--- src/rtl/core/cs_pkg.sv ---
// Shared types and character codes for the comment stripper.
`timescale 1ns / 1ps

package cs_pkg;

  localparam int unsigned BURST_MAX = 4;
  localparam int unsigned BIDX_W    = $clog2(BURST_MAX);
  localparam int unsigned BCNT_W    = $clog2(BURST_MAX + 1);
  localparam int unsigned QDEPTH    = 4;
  localparam int unsigned QPTR_W    = $clog2(QDEPTH);
  localparam int unsigned QCNT_W    = $clog2(QDEPTH + 1);

  localparam logic [7:0] CH_SLASH     = 8'h2F;
  localparam logic [7:0] CH_STAR      = 8'h2A;
  localparam logic [7:0] CH_QUOTE     = 8'h22;
  localparam logic [7:0] CH_BACKSLASH = 8'h5C;

  typedef enum logic [1:0] {
    MODE_NORMAL = 2'd0,
    MODE_STRING = 2'd1,
    MODE_LINE   = 2'd2,
    MODE_BLOCK  = 2'd3
  } mode_t;

  // All results caused by one input beat.
  typedef struct packed {
    logic [BCNT_W-1:0]          cnt;
    logic [BURST_MAX-1:0][7:0]  ch;
    logic [BURST_MAX-1:0]       mark;
  } burst_t;

  // Queue occupancy seen by the front and the back.
  typedef struct packed {
    logic full;
    logic empty;
  } q_status_t;

endpackage

--- src/rtl/core/cs_front.sv ---
// Front end: accepts source beats, tracks scan state, builds result bursts.
`timescale 1ns / 1ps

module cs_front (
  input  logic           clk,
  input  logic           rst,
  input  logic           item_valid,
  output logic           item_stall,
  input  logic [7:0]     char_in,
  input  logic           end_of_line,
  input  cs_pkg::q_status_t q_status,
  output logic           push,
  output cs_pkg::burst_t push_burst
);
  import cs_pkg::*;

  mode_t mode, mode_next;
  logic  slash_held, slash_held_next;
  logic  star_seen, star_seen_next;
  logic  backslash_before, backslash_before_next;
  logic  plain;
  logic  [BCNT_W-1:0] n;
  logic  take;

  assign item_stall = q_status.full;
  assign take       = item_valid && !q_status.full;
  assign push       = take && (push_burst.cnt != '0);

  always_comb begin
    mode_next             = mode;
    slash_held_next       = slash_held;
    star_seen_next        = star_seen;
    backslash_before_next = backslash_before;
    push_burst            = '0;
    n                     = '0;
    plain                 = 1'b0;
    if (end_of_line) begin
      // flush a held slash ahead of the line mark
      if (slash_held) begin
        push_burst.ch[0] = CH_SLASH;
        n = BCNT_W'(1);
      end
      push_burst.mark[n[BIDX_W-1:0]] = 1'b1;
      n = n + BCNT_W'(1);
      slash_held_next = 1'b0;
      if (mode != MODE_BLOCK) mode_next = MODE_NORMAL;
      star_seen_next        = 1'b0;
      backslash_before_next = 1'b0;
    end else begin
      case (mode)
        MODE_NORMAL: begin
          plain = 1'b1;
          if (slash_held) begin
            slash_held_next = 1'b0;
            if (char_in == CH_SLASH) begin
              push_burst.ch[0] = CH_SLASH;
              push_burst.ch[1] = CH_SLASH;
              n = BCNT_W'(2);
              mode_next = MODE_LINE;
              plain = 1'b0;
            end else if (char_in == CH_STAR) begin
              push_burst.ch[0] = CH_SLASH;
              push_burst.ch[1] = CH_STAR;
              push_burst.ch[2] = CH_STAR;
              push_burst.ch[3] = CH_SLASH;
              n = BCNT_W'(4);
              mode_next      = MODE_BLOCK;
              star_seen_next = 1'b0;
              plain = 1'b0;
            end else begin
              push_burst.ch[0] = CH_SLASH;
              n = BCNT_W'(1);
            end
          end
          if (plain) begin
            if (char_in == CH_SLASH) begin
              slash_held_next       = 1'b1;
              backslash_before_next = 1'b0;
            end else begin
              push_burst.ch[n[BIDX_W-1:0]] = char_in;
              n = n + BCNT_W'(1);
              if (char_in == CH_QUOTE && !backslash_before) mode_next = MODE_STRING;
              backslash_before_next = (char_in == CH_BACKSLASH);
            end
          end
        end
        MODE_STRING: begin
          push_burst.ch[0] = char_in;
          n = BCNT_W'(1);
          if (char_in == CH_QUOTE) mode_next = MODE_NORMAL;
          backslash_before_next = 1'b0;
        end
        MODE_LINE: begin
          // drop the rest of the line
        end
        default: begin
          if (star_seen && char_in == CH_SLASH) begin
            mode_next             = MODE_NORMAL;
            star_seen_next        = 1'b0;
            backslash_before_next = 1'b0;
          end else begin
            star_seen_next = (char_in == CH_STAR);
          end
        end
      endcase
    end
    push_burst.cnt = n;
  end

  always_ff @(posedge clk) begin
    if (rst) begin
      mode             <= MODE_NORMAL;
      slash_held       <= 1'b0;
      star_seen        <= 1'b0;
      backslash_before <= 1'b0;
    end else if (take) begin
      mode             <= mode_next;
      slash_held       <= slash_held_next;
      star_seen        <= star_seen_next;
      backslash_before <= backslash_before_next;
    end
  end

endmodule

--- src/rtl/core/cs_queue.sv ---
// Short burst queue between the front and the back.
`timescale 1ns / 1ps

module cs_queue (
  input  logic              clk,
  input  logic              rst,
  input  logic              push,
  input  cs_pkg::burst_t    push_burst,
  input  logic              pop,
  output cs_pkg::burst_t    head,
  output cs_pkg::q_status_t q_status
);
  import cs_pkg::*;

  burst_t             entries [QDEPTH];
  logic [QPTR_W-1:0]  wr_ptr;
  logic [QPTR_W-1:0]  rd_ptr;
  logic [QCNT_W-1:0]  count;

  assign head           = entries[rd_ptr];
  assign q_status.full  = (count == QCNT_W'(QDEPTH));
  assign q_status.empty = (count == '0);

  function automatic logic [QPTR_W-1:0] advance(input logic [QPTR_W-1:0] p);
    return (p == QPTR_W'(QDEPTH - 1)) ? '0 : p + QPTR_W'(1);
  endfunction

  always_ff @(posedge clk) begin
    if (push) entries[wr_ptr] <= push_burst;
  end

  always_ff @(posedge clk) begin
    if (rst) begin
      wr_ptr <= '0;
      rd_ptr <= '0;
      count  <= '0;
    end else begin
      if (push) wr_ptr <= advance(wr_ptr);
      if (pop)  rd_ptr <= advance(rd_ptr);
      if (push && !pop)      count <= count + QCNT_W'(1);
      else if (pop && !push) count <= count - QCNT_W'(1);
    end
  end

endmodule

--- src/rtl/core/cs_back.sv ---
// Back end: sends the head burst one result beat at a time.
`timescale 1ns / 1ps

module cs_back (
  input  logic              clk,
  input  logic              rst,
  input  cs_pkg::burst_t    head,
  input  cs_pkg::q_status_t q_status,
  output logic              pop,
  output logic              result_valid,
  input  logic              result_stall,
  output logic [7:0]        char_out,
  output logic              line_mark,
  output logic              last
);
  import cs_pkg::*;

  logic [BIDX_W-1:0] idx;
  logic              send;

  assign result_valid = !q_status.empty;
  assign char_out     = head.ch[idx];
  assign line_mark    = head.mark[idx];
  assign last         = ({1'b0, idx} + BCNT_W'(1)) == head.cnt;
  assign send         = result_valid && !result_stall;
  assign pop          = send && last;

  always_ff @(posedge clk) begin
    if (rst) begin
      idx <= '0;
    end else if (send) begin
      // advance within the burst, rewind once its final beat goes
      idx <= last ? '0 : idx + BIDX_W'(1);
    end
  end

endmodule

--- src/rtl/core/comment_stripper.sv ---
// Top level of the streaming C/C++ comment stripper.
`timescale 1ns / 1ps

// Takes one source byte or line-end beat per cycle and emits the cleaned text,
// each beat causing zero to four result beats, the final one flagged by last.
// The front updates the scan state and hands each non-empty result burst to a
// four-entry queue; the back sends the queue head one result beat a cycle while
// result_stall is low, straight from the queue registers, starting the cycle
// after the item is taken if the queue was empty. The input can take a new item
// while earlier bursts are still being sent. Multi-beat bursts (a comment opener
// gives four beats, a flushed slash with line mark two) pile up in the queue;
// once four bursts wait the input stalls until the back pops one. Items that
// cause no result (held slash, comment text) never enter the queue.
module comment_stripper (
  input  logic       clk,
  input  logic       rst,
  input  logic       item_valid,
  output logic       item_stall,
  input  logic [7:0] char_in,
  input  logic       end_of_line,
  output logic       result_valid,
  input  logic       result_stall,
  output logic [7:0] char_out,
  output logic       line_mark,
  output logic       last
);
  import cs_pkg::*;

  q_status_t q_status;
  burst_t    push_burst;
  burst_t    head;
  logic      push;
  logic      pop;

  cs_front u_front (
    .clk        (clk),
    .rst        (rst),
    .item_valid (item_valid),
    .item_stall (item_stall),
    .char_in    (char_in),
    .end_of_line(end_of_line),
    .q_status   (q_status),
    .push       (push),
    .push_burst (push_burst)
  );

  cs_queue u_queue (
    .clk       (clk),
    .rst       (rst),
    .push      (push),
    .push_burst(push_burst),
    .pop       (pop),
    .head      (head),
    .q_status  (q_status)
  );

  cs_back u_back (
    .clk         (clk),
    .rst         (rst),
    .head        (head),
    .q_status    (q_status),
    .pop         (pop),
    .result_valid(result_valid),
    .result_stall(result_stall),
    .char_out    (char_out),
    .line_mark   (line_mark),
    .last        (last)
  );

`ifndef SYNTHESIS
  // a burst that has started is finished before anything else
  a_burst_continues: assert property (@(posedge clk) disable iff (rst)
    result_valid && !result_stall && !last |=> result_valid)
    else $error("result burst broken off");

  // a line mark always closes its burst and carries no character
  a_mark_is_last: assert property (@(posedge clk) disable iff (rst)
    result_valid && line_mark |-> last && char_out == 8'h00)
    else $error("line mark not final or carries a character");

  // the queue never holds an empty burst
  a_head_nonempty: assert property (@(posedge clk) disable iff (rst)
    result_valid |-> head.cnt != '0)
    else $error("empty burst at queue head");

  a_reset_quiet: assert property (@(posedge clk)
    rst |=> !result_valid && !item_stall)
    else $error("outputs active after reset");
`endif

endmodule

--- config.mk ---
export PLATFORM = sky130hd
export DESIGN_NAME = comment_stripper
export DESIGN_NICKNAME = d
export VERILOG_FILES = /design/src/rtl/core/cs_pkg.sv /design/src/rtl/core/cs_front.sv /design/src/rtl/core/cs_queue.sv /design/src/rtl/core/cs_back.sv /design/src/rtl/core/comment_stripper.sv
export SDC_FILE = /design/constraint.sdc
export NUM_CORES = 1
export LEC_CHECK = 0
export ABC_AREA = 1
export BUFFER_PORTS_ARGS = -buffer_cell sky130_fd_sc_hd__buf_2
export CORE_MARGIN = 3
export CORE_UTILIZATION = 26
export DETAILED_ROUTE_END_ITERATION = 16
export SYNTH_ARGS = -nofsm -noshare
export SYNTH_HDL_FRONTEND = slang
export SYNTH_SLANG_ARGS = --single-unit
--- constraint.sdc ---
create_clock -name clk -period 6.88 [get_ports clk]
set_input_delay 0.344 -clock clk [delete_from_list [all_inputs] [get_ports clk]]
set_output_delay 0.344 -clock clk [all_outputs]
set_load 0.02 [all_outputs]
Word-level counts from Yosys, hierarchy flattened
Memory sizes are Yosys's and may differ from the RTL's. A register that Yosys moved wholly into a read port is not among the register bits.
Index checks and enable logic that the tools add are counted.
- input bits: 13
- memories: 1
- register bits: 14
- logic and storage cells: 142
- ROM bits: 0
- memory bits (writable): 156
- latch bits: 0
- output and inout port bits: 12
- memories (memory ; depth ; width ; read ports ; clocked after Yosys merged registers in ; wr ports ; line ; text):
    u_queue.entries ; 4 ; 39 ; 1 ; 1 ; 1 ; cs_queue.sv:15 ; burst_t entries [QDEPTH];
- magnitude comparators: 5
- bitwise gates (word level): 0
- multiplexer cells: 74
- reductions and logical operators: 27
- shift operators: 0
- $mul: 0
- div/mod/pow operators: 0
- eq/ne operators: 19
- $add $sub $neg: 8
- operator list (kind ; count):
    $mux 32 ; 5
    $mux 24 ; 2
    $mux 3 ; 11
    $bwmux 32 ; 1
    $mux 2 ; 15
    $eq 8x6->1 const B ; 3
    $mux 8 ; 3
    $mux 1 ; 23
    $mux 22 ; 1
    $bmux 8 s2 ; 1
    $demux 8 s2 ; 1
    $mux 16 ; 1
    $pmux 8 s2 ; 1
    $mux 14 ; 1
    $ne 3x2->1 const B ; 4
    $logic_and 1x1->1 ; 10
    $reduce_and 5->1 ; 2
    $add 3x1->3 const B ; 3
    $lt 2x3->1 const B ; 3
    $eq 8x7->1 const B ; 1
    $add 2x1->2 const B ; 3
    $eq 2x2->1 const B ; 3
    $logic_not 1->1 ; 6
    $mux 6 ; 1
    24 further kinds ; 28

Logic depth before layout (Yosys ltp)
- depth in word-level cells: 17
- depth in mapped cells: 18
- depth with buffers taken out: 17

Hierarchy
From an unflattened synthesis, not the netlist that was laid out.
- cell total of the unflattened synthesis: 669
- area, all modules: 7528.5 sq um
- modules (own cells, without submodules) (module ; area each (sq um) ; instances ; sequential area each (sq um) ; cells each):
    cs_queue ; 6244.7 ; 1 ; 4864.7 ; 437
    cs_front ; 848.3 ; 1 ; 100.1 ; 149
    cs_back ; 435.4 ; 1 ; 40.0 ; 83

Least setup slack after synthesis
OpenSTA, ideal clock, no wires.
- kind: register to register
- from: register u_front.mode[0]
- to: memory u_queue.entries[3][0] (netlist name) (enable)
- clock period less this slack: 3.098 ns
- cell stages (with the launch flop): 9
- setup time: 0.431 ns
- buffers on the path: 0
- data required time: 6.449 ns
- arrival time: 2.667 ns
- slack: 3.782 ns
- cells stage by stage: dfxtp_1 -> inv_1 -> ha_1 -> nand2_4 -> nor2_1 -> a21oi_4 -> nand3_4 -> nand2_4 -> nor2_1
- cells in the longest elaborated chain, start to end: 7
- elaborated cells between the ends (all ways): 8
- those cells by class: eq/ne: 1; mux: 4; reduce/logical: 3
- ends and longest elaborated chain (item ; line ; text):
    start, declared ; cs_front.sv:17 ; mode_t mode, mode_next;
    start signal, assigned ; cs_front.sv:117 ; mode <= mode_next;
    $eq 2x1->1 or $logic_not 2->1 (tied branches) ; cs_front.sv:50 ; case (mode)
    $pmux 3 s2 * ; cs_front.sv:50 ;
    $mux 3 * ; cs_front.sv:37 ; if (end_of_line) begin
    $reduce_bool 3->1 * ; cs_front.sv:27 ; assign push = take && (push_burst.cnt != '0);
    $logic_and 1x1->1 * ; cs_front.sv:27 ;
    $mux 1 * ; cs_queue.sv:29 ; if (push) entries[wr_ptr] <= push_burst;
    $mux 1 (not written as such) * ; cs_queue.sv:29 ;
    end, declared ; cs_queue.sv:15 ;
Mark *: on every way between the ends. The rest lies on a longest branch, timed or not.

==> results.md <==
- Reg2reg path depth: 17
- Starting Density: 26.9%
- Slew margin rel.: 50.1%
- Total Nets Final: 706
- CP max stage cell: buf_4
- Startpoint Class: register
- R2R Path End: u_queue.count[2]
- Crit Path Max Fanout: 75
- Antenna-violating nets left: 0
- DPL Wire Length: 8.97 mm
- Setup repair bufs after CTS: 0
- Sequential fraction of the synthesis area: 66.9%
- Slowest stage delay, CP: 0.58 ns
- Die span in x: 171 µm
- Num CTS Buffers: 17
- Share of cells above drive strength 1: 12.7%
- Synthesized cell area: 7120 µm²
- I/O pin total: 25
- Total GRT Usage: 10.9%
- Largest cells by area after synthesis: edfxtp_1, nor2_1, o21ai_0
- Clk buf depth: 2
- Final design instance area without fill: 8360 µm²
- Top cell type's share of synthesized area: 62.4%
- Element type at the critical path end: output port
- Rows: 59
- CTS Hold Bufs: 0
- Placed cell area: 7720 µm²
- Area delta synth->final: 17.4%
- Vias per std cell: 4.57
- Antenna violations before repair: 0
- CP Class: register to output port
- Yosys cell types: 33
- Worst skew pair latency: 0.42 ns
- GPL Wtd Cong: 0.737
- Max-slew violations: 0
- Area leader, netlist: edfxtp_1
- Detailed-route DRC error count: 0
- Port Buffers: 24
- Req. time, crit path: 6.54 ns
- Post-Synthesis Cells: 631
- Worst hold path type: input pin to register
- DR vias: 4703
- Number of endpoints failing setup at the final stage: 0
- Fin crit share: 48.6%
- Power per Cell Area: 315 nW/µm²
- H-tree level count: 4
- 1st-iter DRT viols: 379
- Max Clock Skew: 0.00810 ns
- Worst path most repeated cell: buf_4
- Core outline area: 26500 µm²
- Final wirelength: 15.5 mm
- WP buf/inv: 4
- Critical Path AT: 3.00 ns
- Avg Inst Size Synth: 11.3 µm²
- WL met1: 6.97 mm
- CTS clk-pin slew, worst paths: 0.06 ns
- Max cap viols: 0
- Die span in y: 171 µm
- Setup TNS: 0 ns
- Routed wl met3: 907 µm
- Met2 wire len: 7.37 mm
- Total leakage power: 2.99 nW
- Max Freq: 299 MHz
- Cell family with most CP delay: buffers and inverters
- CTS tree: yes
- Commonest non-fill, non-tap cell in the layout: edfxtp_1
- Setup crit end: char_out[5]
- Pin count of the biggest net entering global routing: 76
- First-pass GRT wire length: 24.5 mm
- Max layer used: met4
- Worst slew pin tran: 0.749 ns
- Total grt overflow: 0
- DR WL/cell: 15.0 µm
- Via count of the first global-routing pass: 4581
- Commonest cells after routing, fill and taps aside: edfxtp_1, nor2_1, o21ai_0, nand2_1, inv_1
- DR pass1 iterations: 5
- Endpoints failing hold: 0
- Ant diodes: 0
- Total of fill cells in the finished design: 2627
- Worst ir drop on vdd: 0.193 mV
- Reg2Reg Setup Slack: 3.66 ns
- RSZ-0062 raised after global routing: false
- Period minus WS final: 3.34 ns
- YS warnings: 0
- Status: finished, final reports clean
- Post_cts resized: 0
- Clock Sinks: 164
- Synth Register Bits: 164
- Die area: 29400 µm²
- WP depth: 8
- Root Driver: clkbuf_16
- Crit path cell chain: buf_4 > inv_2 > buf_4 > o21ai_0 > o22ai_1 > o211ai_1 > nand2_1 > buf_2
routing by layer:
metal	GRT usage, %	vias to the layer above
li1	-	2319
met1	14.4	2250
met2	17.7	118
met3	2.57	16
met4	3.53	0
met5	0	-
per-stage QoR:
stage / hold slack [ns] / std cells / utilization [%] / setup slack (ns) / total power (W)
2_1_floorplan: 0.413 / 662 / - / 3.78 / 0.00149
3_3_place_gp: 0.496 / 997 / 29.1 / 3.78 / 0.00164
3_5_place_dp: 0.502 / 997 / 29.1 / 3.65 / 0.00165
4_1_cts: 0.173 / 1029 / 31.5 / 3.48 / 0.00266
5_1_grt: 0.182 / 1029 / 31.5 / 3.25 / 0.00275
6_report: 0.180 / 1029 / 31.5 / 3.54 / 0.00263
layout make-up:
type | count | area [µm²] | share of cell area, %
sequential | 164 | 4770 | 57.0
multi-input combinational | 418 | 2170 | 26.0
clock buffer | 19 | 433 | 5.18
tap | 335 | 419 | 5.02
clock inverter | 13 | 205 | 2.46
timing repair buffer | 32 | 180 | 2.16
inverter | 48 | 180 | 2.16
sequential cells by signal (all words and copies together) (netlist names), named ones only:
register,count
u_back.idx,2
u_queue.entries,148
u_front.star_seen,1
u_front.backslash_before,1
u_queue.count,3
u_queue.wr_ptr,2
u_queue.rd_ptr,2
u_front.mode,2
u_front.slash_held,1
how the worst min path moves through the flow:
stage                     slack [ns]                end  depth (start not counted)               from
after detailed placement        0.50  u_front.star_seen                          2  u_front.star_seen
after floorplan                 0.41      u_back.idx[0]                          1                rst
final                           0.18      u_back.idx[0]                          2                rst
after global placement          0.50  u_front.star_seen                          2  u_front.star_seen
after CTS                       0.17      u_back.idx[0]                          2                rst
after global routing            0.18      u_back.idx[0]                          2                rst
logic make-up after synthesis:
logic type               synth area share [%]
other                                  0.0527
AND/OR/NAND/NOR                          14.2
AO/OA/AOI/OAI                            12.1
adder cells (fa/ha/maj)                  2.21
buffers and inverters                    4.59
flip-flops                               66.9
cells in the mapped netlist:
| cell type | n |
|---|---|
| conb_1 | 1 |
| buf_4 | 2 |
| nor4_1 | 2 |
| buf_2 | 9 |
| nand2_1 | 62 |
| o21ai_0 | 84 |
| nand2_2 | 4 |
| or2_2 | 1 |
| o211ai_1 | 9 |
| fa_1 | 1 |
| nand3_4 | 1 |
| inv_1 | 40 |
| nand2_4 | 3 |
| a21oi_4 | 1 |
| clkinv_1 | 2 |
| dfxtp_1 | 16 |
| edfxtp_1 | 148 |
| nor2_1 | 118 |
| nand4_1 | 3 |
| clkbuf_1 | 20 |
| nand3_1 | 29 |
| o221ai_1 | 23 |
| nor2_4 | 2 |
| a31oi_1 | 3 |
| buf_6 | 1 |
| inv_2 | 6 |
| a21oi_1 | 12 |
| nor2_8 | 1 |
| o22ai_1 | 11 |
| nand3_2 | 2 |
| nor3_1 | 2 |
| ha_1 | 11 |
| o21ai_1 | 1 |
where the power goes:
part	internal, W	switching (W)	leakage (nW)
Sequential	0.00115	0.0000228	1.46
Clock	0.000643	0.000371	0.303
Combinational	0.000130	0.000321	1.22
Total	0.00192	0.000715	2.99
No activity file was read; power rests on OpenSTA's default activity.
